## src/hdl/shpc_pkg.sv

```systemverilog
// ----------------------------------------------------------------------------
// Seven-bit header packing codec package
// Shared word types, the group job format and the codes used by the codec.
// ----------------------------------------------------------------------------
package shpc_pkg;

    localparam int GROUP_MAX = 7;
    localparam int CNT_W     = 3;

    // Direction codes.
    localparam logic DIR_PACK   = 1'b0;
    localparam logic DIR_UNPACK = 1'b1;

    localparam logic [7:0] LOW7_MASK = 8'h7f;

    typedef struct packed {
        logic [7:0] data_byte;
        logic       stream_last;
    } item_t;

    typedef struct packed {
        logic [7:0] out_byte;
        logic       run_end;
        logic       stream_end;
    } result_t;

    typedef logic [GROUP_MAX-1:0][7:0] group_t;

    // One complete group, handed from the front end to the back end.
    typedef struct packed {
        logic             dir;
        logic             last;
        logic [CNT_W-1:0] count;
        logic [7:0]       header;
        group_t           bytes;
    } job_t;

    typedef struct packed {
        logic empty;
        logic full;
    } q_status_t;

endpackage

```

## src/hdl/shpc_front.sv

```systemverilog
// ----------------------------------------------------------------------------
// Codec front end
// Accepts input words, builds the current group and hands each finished
// group to the job queue.
// ----------------------------------------------------------------------------
module shpc_front
(
    input  logic                clk,
    input  logic                rst_n,
    input  logic                cfg_wr_en,
    input  logic                cfg_wr_data,
    input  logic                item_valid,
    output logic                item_stall,
    input  shpc_pkg::item_t     item,
    input  shpc_pkg::q_status_t q_status,
    output logic                job_push,
    output shpc_pkg::job_t      job
);

    logic                       dir_reg, dir_next;
    logic [shpc_pkg::CNT_W-1:0] count_reg, count_next;
    logic [7:0]                 header_reg, header_next;
    logic                       hdr_expected_reg, hdr_expected_next;
    shpc_pkg::group_t           bytes_reg, bytes_next;

    logic                       accept;
    logic [shpc_pkg::CNT_W-1:0] count_inc;
    logic                       flush;
    logic [7:0]                 hdr_enc;
    shpc_pkg::group_t           bytes_wr;

    assign item_stall = q_status.full;
    assign accept     = item_valid && !q_status.full;
    assign count_inc  = count_reg + 1'b1;
    assign flush      = (count_inc == shpc_pkg::CNT_W'(shpc_pkg::GROUP_MAX))
                        || item.stream_last;
    // The header shifts right and picks up bit 7 of the new byte at bit 6.
    assign hdr_enc    = {1'b0, header_reg[7] | item.data_byte[7], header_reg[6:1]};

    always_comb
    begin
        bytes_wr            = bytes_reg;
        bytes_wr[count_reg] = item.data_byte;
    end

    always_comb
    begin
        dir_next          = dir_reg;
        count_next        = count_reg;
        header_next       = header_reg;
        hdr_expected_next = hdr_expected_reg;
        bytes_next        = bytes_reg;
        job_push          = 1'b0;
        job.dir           = dir_reg;
        job.last          = item.stream_last;
        job.count         = count_inc;
        job.header        = header_reg;
        job.bytes         = bytes_wr;

        if (accept)
        begin
            if (dir_reg == shpc_pkg::DIR_PACK)
            begin
                bytes_next = bytes_wr;
                job.header = hdr_enc;
                if (flush)
                begin
                    job_push          = 1'b1;
                    count_next        = '0;
                    header_next       = '0;
                    hdr_expected_next = 1'b1;
                end
                else
                begin
                    count_next  = count_inc;
                    header_next = hdr_enc;
                end
            end
            else if (hdr_expected_reg)
            begin
                // A header that ends the stream is dropped with no output.
                count_next        = '0;
                header_next       = item.stream_last ? 8'h00 : item.data_byte;
                hdr_expected_next = item.stream_last;
            end
            else
            begin
                bytes_next = bytes_wr;
                if (flush)
                begin
                    job_push          = 1'b1;
                    count_next        = '0;
                    header_next       = '0;
                    hdr_expected_next = 1'b1;
                end
                else
                begin
                    count_next = count_inc;
                end
            end
        end

        if (cfg_wr_en)
        begin
            dir_next          = cfg_wr_data;
            count_next        = '0;
            header_next       = '0;
            hdr_expected_next = 1'b1;
        end
    end

    always_ff @(posedge clk or negedge rst_n)
    begin
        if (!rst_n)
        begin
            dir_reg          <= shpc_pkg::DIR_PACK;
            count_reg        <= '0;
            header_reg       <= '0;
            hdr_expected_reg <= 1'b1;
        end
        else
        begin
            dir_reg          <= dir_next;
            count_reg        <= count_next;
            header_reg       <= header_next;
            hdr_expected_reg <= hdr_expected_next;
        end
    end

    always_ff @(posedge clk)
    begin
        bytes_reg <= bytes_next;
    end

endmodule

```

## src/hdl/shpc_queue.sv

```systemverilog
// ----------------------------------------------------------------------------
// Codec job queue
// Short first-in first-out queue of finished groups between the two ends.
// ----------------------------------------------------------------------------
module shpc_queue #(
    parameter int DEPTH = 2
)
(
    input  logic                clk,
    input  logic                rst_n,
    input  logic                push,
    input  shpc_pkg::job_t      push_job,
    input  logic                pop,
    output shpc_pkg::job_t      head,
    output shpc_pkg::q_status_t status
);

    localparam int PTR_W  = $clog2(DEPTH);
    localparam int FILL_W = $clog2(DEPTH + 1);

    shpc_pkg::job_t    entry_reg [DEPTH];
    logic [PTR_W-1:0]  wr_ptr_reg, wr_ptr_next;
    logic [PTR_W-1:0]  rd_ptr_reg, rd_ptr_next;
    logic [FILL_W-1:0] fill_reg, fill_next;

    assign head         = entry_reg[rd_ptr_reg];
    assign status.empty = (fill_reg == '0);
    assign status.full  = (fill_reg == FILL_W'(DEPTH));

    always_comb
    begin
        wr_ptr_next = wr_ptr_reg;
        rd_ptr_next = rd_ptr_reg;
        fill_next   = fill_reg;
        if (push)
        begin
            wr_ptr_next = (wr_ptr_reg == PTR_W'(DEPTH - 1)) ? '0 : wr_ptr_reg + 1'b1;
        end
        if (pop)
        begin
            rd_ptr_next = (rd_ptr_reg == PTR_W'(DEPTH - 1)) ? '0 : rd_ptr_reg + 1'b1;
        end
        case ({push, pop})
            2'b10:   fill_next = fill_reg + 1'b1;
            2'b01:   fill_next = fill_reg - 1'b1;
            default: fill_next = fill_reg;
        endcase
    end

    always_ff @(posedge clk or negedge rst_n)
    begin
        if (!rst_n)
        begin
            wr_ptr_reg <= '0;
            rd_ptr_reg <= '0;
            fill_reg   <= '0;
        end
        else
        begin
            wr_ptr_reg <= wr_ptr_next;
            rd_ptr_reg <= rd_ptr_next;
            fill_reg   <= fill_next;
        end
    end

    always_ff @(posedge clk)
    begin
        if (push)
        begin
            entry_reg[wr_ptr_reg] <= push_job;
        end
    end

endmodule

```

## src/hdl/shpc_back.sv

```systemverilog
// ----------------------------------------------------------------------------
// Codec back end
// Walks the group at the head of the queue and emits one word per cycle
// into the output register while the output is not stalled.
// ----------------------------------------------------------------------------
module shpc_back
(
    input  logic                clk,
    input  logic                rst_n,
    input  shpc_pkg::job_t      head,
    input  shpc_pkg::q_status_t q_status,
    output logic                pop,
    output logic                result_valid,
    input  logic                result_stall,
    output shpc_pkg::result_t   result
);

    logic [shpc_pkg::CNT_W-1:0] idx_reg, idx_next;
    logic                       valid_reg, valid_next;
    shpc_pkg::result_t          result_reg, result_next;

    logic                       out_free;
    logic                       fire;
    logic                       at_end;
    logic [shpc_pkg::CNT_W-1:0] last_idx;
    logic [shpc_pkg::CNT_W-1:0] sel;
    logic [shpc_pkg::CNT_W-1:0] bit_pos;
    logic [7:0]                 sel_byte;
    logic [7:0]                 elem;

    assign out_free = !valid_reg || !result_stall;
    assign fire     = !q_status.empty && out_free;
    // A packed group has the header in front of its data bytes.
    assign last_idx = (head.dir == shpc_pkg::DIR_PACK) ? head.count : head.count - 1'b1;
    assign at_end   = (idx_reg == last_idx);
    assign pop      = fire && at_end;
    assign sel      = (head.dir == shpc_pkg::DIR_PACK) ? idx_reg - 1'b1 : idx_reg;
    assign sel_byte = head.bytes[sel];
    // Byte k of an n-byte group owns header bit 7-n+k.
    assign bit_pos  = shpc_pkg::CNT_W'(3'd7 - head.count + idx_reg);

    always_comb
    begin
        if (head.dir == shpc_pkg::DIR_PACK)
        begin
            if (idx_reg == '0)
            begin
                elem = head.header & shpc_pkg::LOW7_MASK;
            end
            else
            begin
                elem = sel_byte & shpc_pkg::LOW7_MASK;
            end
        end
        else
        begin
            elem = {sel_byte[7] | head.header[bit_pos], sel_byte[6:0]};
        end
    end

    always_comb
    begin
        idx_next    = idx_reg;
        valid_next  = valid_reg;
        result_next = result_reg;
        if (fire)
        begin
            valid_next             = 1'b1;
            result_next.out_byte   = elem;
            result_next.run_end    = at_end;
            result_next.stream_end = at_end && head.last;
            idx_next               = at_end ? '0 : idx_reg + 1'b1;
        end
        else if (!result_stall)
        begin
            valid_next = 1'b0;
        end
    end

    always_ff @(posedge clk or negedge rst_n)
    begin
        if (!rst_n)
        begin
            idx_reg   <= '0;
            valid_reg <= 1'b0;
        end
        else
        begin
            idx_reg   <= idx_next;
            valid_reg <= valid_next;
        end
    end

    always_ff @(posedge clk)
    begin
        result_reg <= result_next;
    end

    assign result_valid = valid_reg;
    assign result       = result_reg;

endmodule

```

## src/hdl/seven_bit_header_packing_codec.sv

```systemverilog
// ----------------------------------------------------------------------------
// Seven-bit header packing codec
// Packs bytes into a header plus seven-bit data bytes, or unpacks them again.
// ----------------------------------------------------------------------------
//  Channel  Signals                             Word
//  item     item_valid / item_stall / item      data_byte, stream_last
//  result   result_valid / result_stall/result  out_byte, run_end, stream_end
//  config   cfg_wr_en / cfg_wr_data             direction
//
//  An input word is taken every cycle unless the group queue is full.
//  Output words leave at one per cycle while result_stall is low; a packed
//  group of n bytes gives n+1 words, so the output port sets the sustained rate.
//  With the back end idle, a group whose closing byte is taken passes through
//  the queue entry and then the output register before its first word is presented.
//  Reset clears all control state at once; no clearing pass is needed.
//  A stalled output holds its word while the front end keeps filling groups until the queue is full.
// ----------------------------------------------------------------------------
module seven_bit_header_packing_codec #(
    parameter int QUEUE_DEPTH = 2
)
(
    input  logic              clk,
    input  logic              rst_n,
    input  logic              cfg_wr_en,
    input  logic              cfg_wr_data,
    input  logic              item_valid,
    output logic              item_stall,
    input  shpc_pkg::item_t   item,
    output logic              result_valid,
    input  logic              result_stall,
    output shpc_pkg::result_t result
);

    shpc_pkg::q_status_t q_status;
    shpc_pkg::job_t      push_job;
    shpc_pkg::job_t      head_job;
    logic                job_push;
    logic                job_pop;

    shpc_front u_front
    (
        .clk         (clk),
        .rst_n       (rst_n),
        .cfg_wr_en   (cfg_wr_en),
        .cfg_wr_data (cfg_wr_data),
        .item_valid  (item_valid),
        .item_stall  (item_stall),
        .item        (item),
        .q_status    (q_status),
        .job_push    (job_push),
        .job         (push_job)
    );

    shpc_queue #(
        .DEPTH (QUEUE_DEPTH)
    ) u_queue
    (
        .clk      (clk),
        .rst_n    (rst_n),
        .push     (job_push),
        .push_job (push_job),
        .pop      (job_pop),
        .head     (head_job),
        .status   (q_status)
    );

    shpc_back u_back
    (
        .clk          (clk),
        .rst_n        (rst_n),
        .head         (head_job),
        .q_status     (q_status),
        .pop          (job_pop),
        .result_valid (result_valid),
        .result_stall (result_stall),
        .result       (result)
    );

endmodule

```

## config.mk

```make
export PLATFORM = sky130hd
export DESIGN_NAME = seven_bit_header_packing_codec
export DESIGN_NICKNAME = d
export VERILOG_FILES = /design/src/hdl/shpc_pkg.sv /design/src/hdl/shpc_front.sv /design/src/hdl/shpc_queue.sv /design/src/hdl/shpc_back.sv /design/src/hdl/seven_bit_header_packing_codec.sv
export SDC_FILE = /design/constraint.sdc
export NUM_CORES = 1
export LEC_CHECK = 0
export ABC_AREA = 1
export BUFFER_PORTS_ARGS = -buffer_cell sky130_fd_sc_hd__buf_2
export CELL_PAD_IN_SITES_DETAIL_PLACEMENT = 1
export CELL_PAD_IN_SITES_GLOBAL_PLACEMENT = 2
export CORE_ASPECT_RATIO = 0.75
export CORE_MARGIN = 2
export CORE_UTILIZATION = 43
export CTS_CLUSTER_DIAMETER = 100
export CTS_CLUSTER_SIZE = 12
export DETAILED_ROUTE_END_ITERATION = 16
export GPL_ROUTABILITY_DRIVEN = 0
export PLACE_DENSITY_LB_ADDON = 0.1
export SLEW_MARGIN = 20
export SYNTH_ARGS = -nofsm -noshare
export SYNTH_HDL_FRONTEND = slang
export SYNTH_SLANG_ARGS = --single-unit
```

## constraint.sdc

```tcl
create_clock -name clk -period 13 [get_ports clk]
set_input_delay 2.6 -clock clk [delete_from_list [all_inputs] [get_ports clk]]
set_output_delay 2.6 -clock clk [all_outputs]
set_load 0.02 [all_outputs]
```

; ---- Word level (Yosys, flattened, before mapping)
; Memories as Yosys holds them, arrays and structs flattened.
; Index checks and enable logic that the tools add are counted.
[totals]
reg_bits = 87
ramBits = 138
out_inout_bits = 12
word_cells = 107
memories = 1
[classes]
n_addsub = 10
order_cmp = 4
eq_ne = 8
mux = 44
n_bitwise = 2
n_reduce_logical = 19
[memory_table]
columns = memory, words, width, read_ports, rd_ports_with_merged_regs, write_ports, line_no
row1 = u_queue.entry_reg, 2, 69, 1, 0, 1, shpc_queue.sv:21  ; shpc_pkg::job_t entry_reg [DEPTH];
[ops]
columns = cell, n
row1 = $mux W56, 2
row2 = $mux W8, 11
row3 = $bwmux W56, 1
row4 = $bmux W8 S3, 1
row5 = $demux W8 S3, 1
row6 = $mux W3, 8
row7 = $mux W1, 16
row8 = $mux W7, 2
row9 = $lt A3 B4 Y1 const B, 3
row10 = $add A3 B1 Y3 const B, 2
row11 = $reduce_and A2 Y1, 3
row12 = $sub A3 B1 Y3 const B, 2
row13 = $logic_and A1 B1 Y1, 5
row14 = $eq A2 B2 Y1 const B, 2
row15 = $logic_not A1 Y1, 4
row16 = $ne A4 B4 Y1 const B, 1
row17 = $pmux W2 S2, 1
row18 = $reduce_bool A2 Y1, 2
row19 = $add A3 B3 Y3, 1
row20 = $bmux W1 S3, 1
row21 = $eq A3 B3 Y1, 1
row22 = $eq A3 B3 Y1 const B, 1
row23 = $ge A3 B1 Y1 const B, 1
row24 = $logic_not A3 Y1, 1
row25 = other kinds (11), 14

; ---- Depth between registers and ports, before layout
[depth]
word_depth = 9
ltp_mapped = 16
depth_no_buf = 16

; ---- Modules after synthesis
; A second synthesis with hierarchy kept.
[hier_totals]
hier_cells = 988
hier_area_um2 = 10218.6
[modules_own_cells]
columns = module, n_inst, cells_each, area_per_inst_um2, seq_area_each_um2
row1 = shpc_queue, 1, 384, 5312.6, 4244.1
row2 = shpc_front, 1, 333, 3236.9, 2008.2
row3 = shpc_back, 1, 271, 1669.1, 400.4

; ---- Worst setup path before layout
; No wires, ideal clock.
[synth_path]
path_type = in2reg
from = input port item_valid
to = memory u_queue.entry_reg[1][0] (netlist bit) (enable)
setup_ns = 0.496
t_arrival_ns = 10.605
required_ns = 12.504
slack_ns = 1.898
cell_stages = 4
path_buffers = 0
cell_sequence = inv_1 -> nor3b_1 -> nand2_1 -> nor2_1
[synth_via]
elab_chain_cells = 4
[synth_lines]
columns = element, line_no
row1 = from (decl), seven_bit_header_packing_codec.sv:26  ; input logic item_valid,
row2 = $logic_and A1 B1 Y1, shpc_front.sv:33  ; assign accept = item_valid && !q_status.full;
row3 = $mux W1, shpc_front.sv:60  ; if (accept)
row4 = $mux W1, shpc_queue.sv:68  ; if (push)
row5 = $mux W1 (implied by the code), shpc_queue.sv:70  ; entry_reg[wr_ptr_reg] <= push_job;
row6 = to (decl), shpc_queue.sv:21
; Every way passes these cells.

; ---- Worst setup path in the final report
[layout_path]
from = input port item_valid
to = memory u_queue.entry_reg[0][34] (netlist bit) (enable)
; Same word-level chain as after synthesis.

==> metrics.md <==
| Metric | Value |
|---|---|
| Status | completed |
| Crit path from | item_valid |
| Hold-fix buffers, CTS | 0 |
| Number of diodes | 0 |
| Routed wire per std cell | 21.07 µm |
| Worst reg2reg path depth | 14 |
| Syn nets | between 800 and 900 |
| Initial core utilization | 43.97% |
| Layout cells sized above 1 | 10.90% |
| Worst slew pin tran | 1026 ps |
| CP Launch Type | input pin |
| Final nets | approximately 900 |
| WL final | 24950 µm |
| Worst Path Max Fanout | 69 |
| RSZ-0062 raised after global routing | no |
| Total core area | 0.02217 mm² |
| Final setup fails | 0 |
| CP endpoint kind | flip-flop |
| Remaining global-route overflow | 0 |
| Period Utilization, post-route | 37.41% |
| Commonest non-fill, non-tap cell in the layout | nand2_1 |
| Most frequent cells in the layout | nand2_1 (223), edfxtp_1 (204), o21ai_0 (95) |
| Pwr/cell area | 228.3 mW/mm² |
| Post-route setup TNS | 0 ps |
| Post-synthesis sequential area ratio | between 60% and 70% |
| Final Util | 48.51% |
| Distinct cells, synth | between 40 and 50 |
| Post-CTS Resized | 0 |
| Max Cap Violations | 0 |
| Mean post-synth cell area | approximately 11 µm² |
| Drt pass-1 iters | 5 |
| First-pass GRT wire length | approximately 39000 µm |
| Peak VDD IR | between 0.00009 and 0.0001 V |
| Latest clock arrival within the worst-skew pair | approximately 500 ps |
| Row Count | 47 |
| TritonCTS clock tree | yes |
| Reg2Reg Capture Point | u_queue.fill_reg[1] |
| Clk sinks | 225 |
| Post-DP HPWL | 15890 µm |
| DIE WIDTH | 177.9 µm |
| Routed Antenna Nets | 0 |
| Longest Clk Path Bufs | 3 |
| Largest net degree at the start of global routing | 70 |
| Vias in the first global route | 6647 |
| P_leak | 4.131 nW |
| Final Slew Violations | 0 |
| Cts bufs inserted | 22 |
| Count of state elements after synthesis | 225 |
| Initial antenna violation count | 0 |
| Setup skew after layout | 9.741 ps |
| Largest register FFs | 138 |
| Post-Synthesis Cells | 849 |
| RR Startpoint | u_queue.rd_ptr_reg |
| Fillers | 2366 |
| Die area | 0.02390 mm² |
| Critical Path RT | 13120 ps |
| Register-to-register setup slack | 9360 ps |
| Hold Fails Final Rpt | 0 |
| Starting DRT DRC Count | ~550 |
| Area growth syn-to-layout | 10.32% |
| Post-CTS Setup Bufs | 0 |
| Drt drc | 0 |
| Worst Path Arrival | around 5000 ps |
| Vias per cell | between 5 and 6 |
| CTS H-tree depth | 1 |
| End of the critical path | u_queue.entry_reg[0][34] |
| Fmax | 205.6 MHz |
| Yosys warnings | 0 |
| Worst Hold Class | flip-flop to flip-flop |
| CP Class | input pin to flip-flop |
| Slew headroom | 31.60% |
| Clock-pin slew on the worst setup and hold paths | roughly 60 ps |
| Die height | ~130 µm |
| Via count | 6352 |
| I/O pin cnt | 27 |
| GRT Resource Usage Total | a little over a fifth |
| Tmin final | between 4000 and 5000 ps |
| Root Driver | clkbuf_16 |
| Port bufs | 26 |
| Mapped Area | 0.009748 mm² |
critical path, stage by stage:
cell and delay (ps):
buf_2 70, inv_1 50, nor3b_2 170, buf_4 700, nand2_1 390, nor2_4 150
buf_4 750
synthesized netlist by cell type (all sizes together):
library cell	instances	area share, %
a21boi	2	0.15
a21oi	9	0.50
and2	1	0.064
buf	20	1.6
clkbuf	10	0.39
dfrtp	20	5.1
dfstp	1	0.27
edfxtp	204	63
fa	1	0.21
ha	8	1.0
inv	51	2.0
mux2i	14	1.4
nand2	236	9.6
nand3	91	4.7
nand4	3	0.19
nor2	43	1.9
nor3	2	0.22
nor3b	1	0.077
o211ai	2	0.15
o21ai	100	5.2
o22ai	2	0.13
o31ai	1	0.077
o32ai	7	0.63
or2	14	0.90
xnor2	2	0.18
xor2	4	0.44
stage by stage:
step | cell area (µm²) | total power, mW | hold WS [ps] | setup slack, ps | cells
global route | 10750 | 2.607 | 549.1 | 7939 | 1184
global placement | 10110 | 1.861 | 471.8 | 7645 | 1144
floorplan | 9748 | 1.631 | 449.6 | 1898 | 849
detailed placement | 10110 | 1.894 | 485.0 | 7585 | 1144
finish | 10750 | 2.456 | 500.8 | 8137 | 1184
CTS | 10750 | 2.482 | 510.3 | 8092 | 1184
cell type report:
class | count | area [µm²] | area share [%]
Clock buffer | 39 | 635.6 | 5.910
Tap cell | 294 | 367.9 | 3.421
Timing Repair Buffer | 31 | 167.7 | 1.559
Inverter | 51 | 196.4 | 1.827
Sequential cell | 225 | 6654 | 61.87
Multi-Input combinational cell | 543 | 2728 | 25.36
Clock inverter | 1 | 5.005 | 0.04654
power breakdown:
part	switching, mW	internal, mW
logic	0.609	0.229
registers	0.0585	0.973
clock network	0.256	0.329
cell families after synthesis:
kind of cell	Yosys count	synth area share [%]
adder cells (fa/ha/maj)	9	1.232
flip-flops	225	68.25
buffers and inverters	81	3.979
multiplexers	14	1.438
AND/OR/NAND/NOR	391	17.67
AO/OA/AOI/OAI	123	6.816
XOR/XNOR	6	0.6162
how the worst min path moves through the flow:
stage,start,to,slack (ps),cells past startpoint
final,u_back.result_valid,u_back.result_valid,500,2
after global routing,u_front.header_reg[0],u_front.header_reg[0],550,2
after CTS,u_back.result_valid,u_back.result_valid,510,2
after detailed placement,u_front.header_reg[0],u_front.header_reg[0],480,2
after global placement,u_back.result_valid,u_back.result_valid,470,2
after floorplan,u_front.header_reg[0],u_front.header_reg[0],450,2
per-layer routing:
layer  part of all wire (%)  vias to the layer above  routed length [µm]  GRT usage, %
met2                     44                      106               11040         33.12
met3                    3.1                       34                 776         2.126
met4                    2.2                        0                 550         4.872
li1                       -                     3026                   -             -
met5                      0                        -                   0             0
met1                     50                     3186               12580         33.40
No activity file was read; power rests on OpenSTA's default activity.
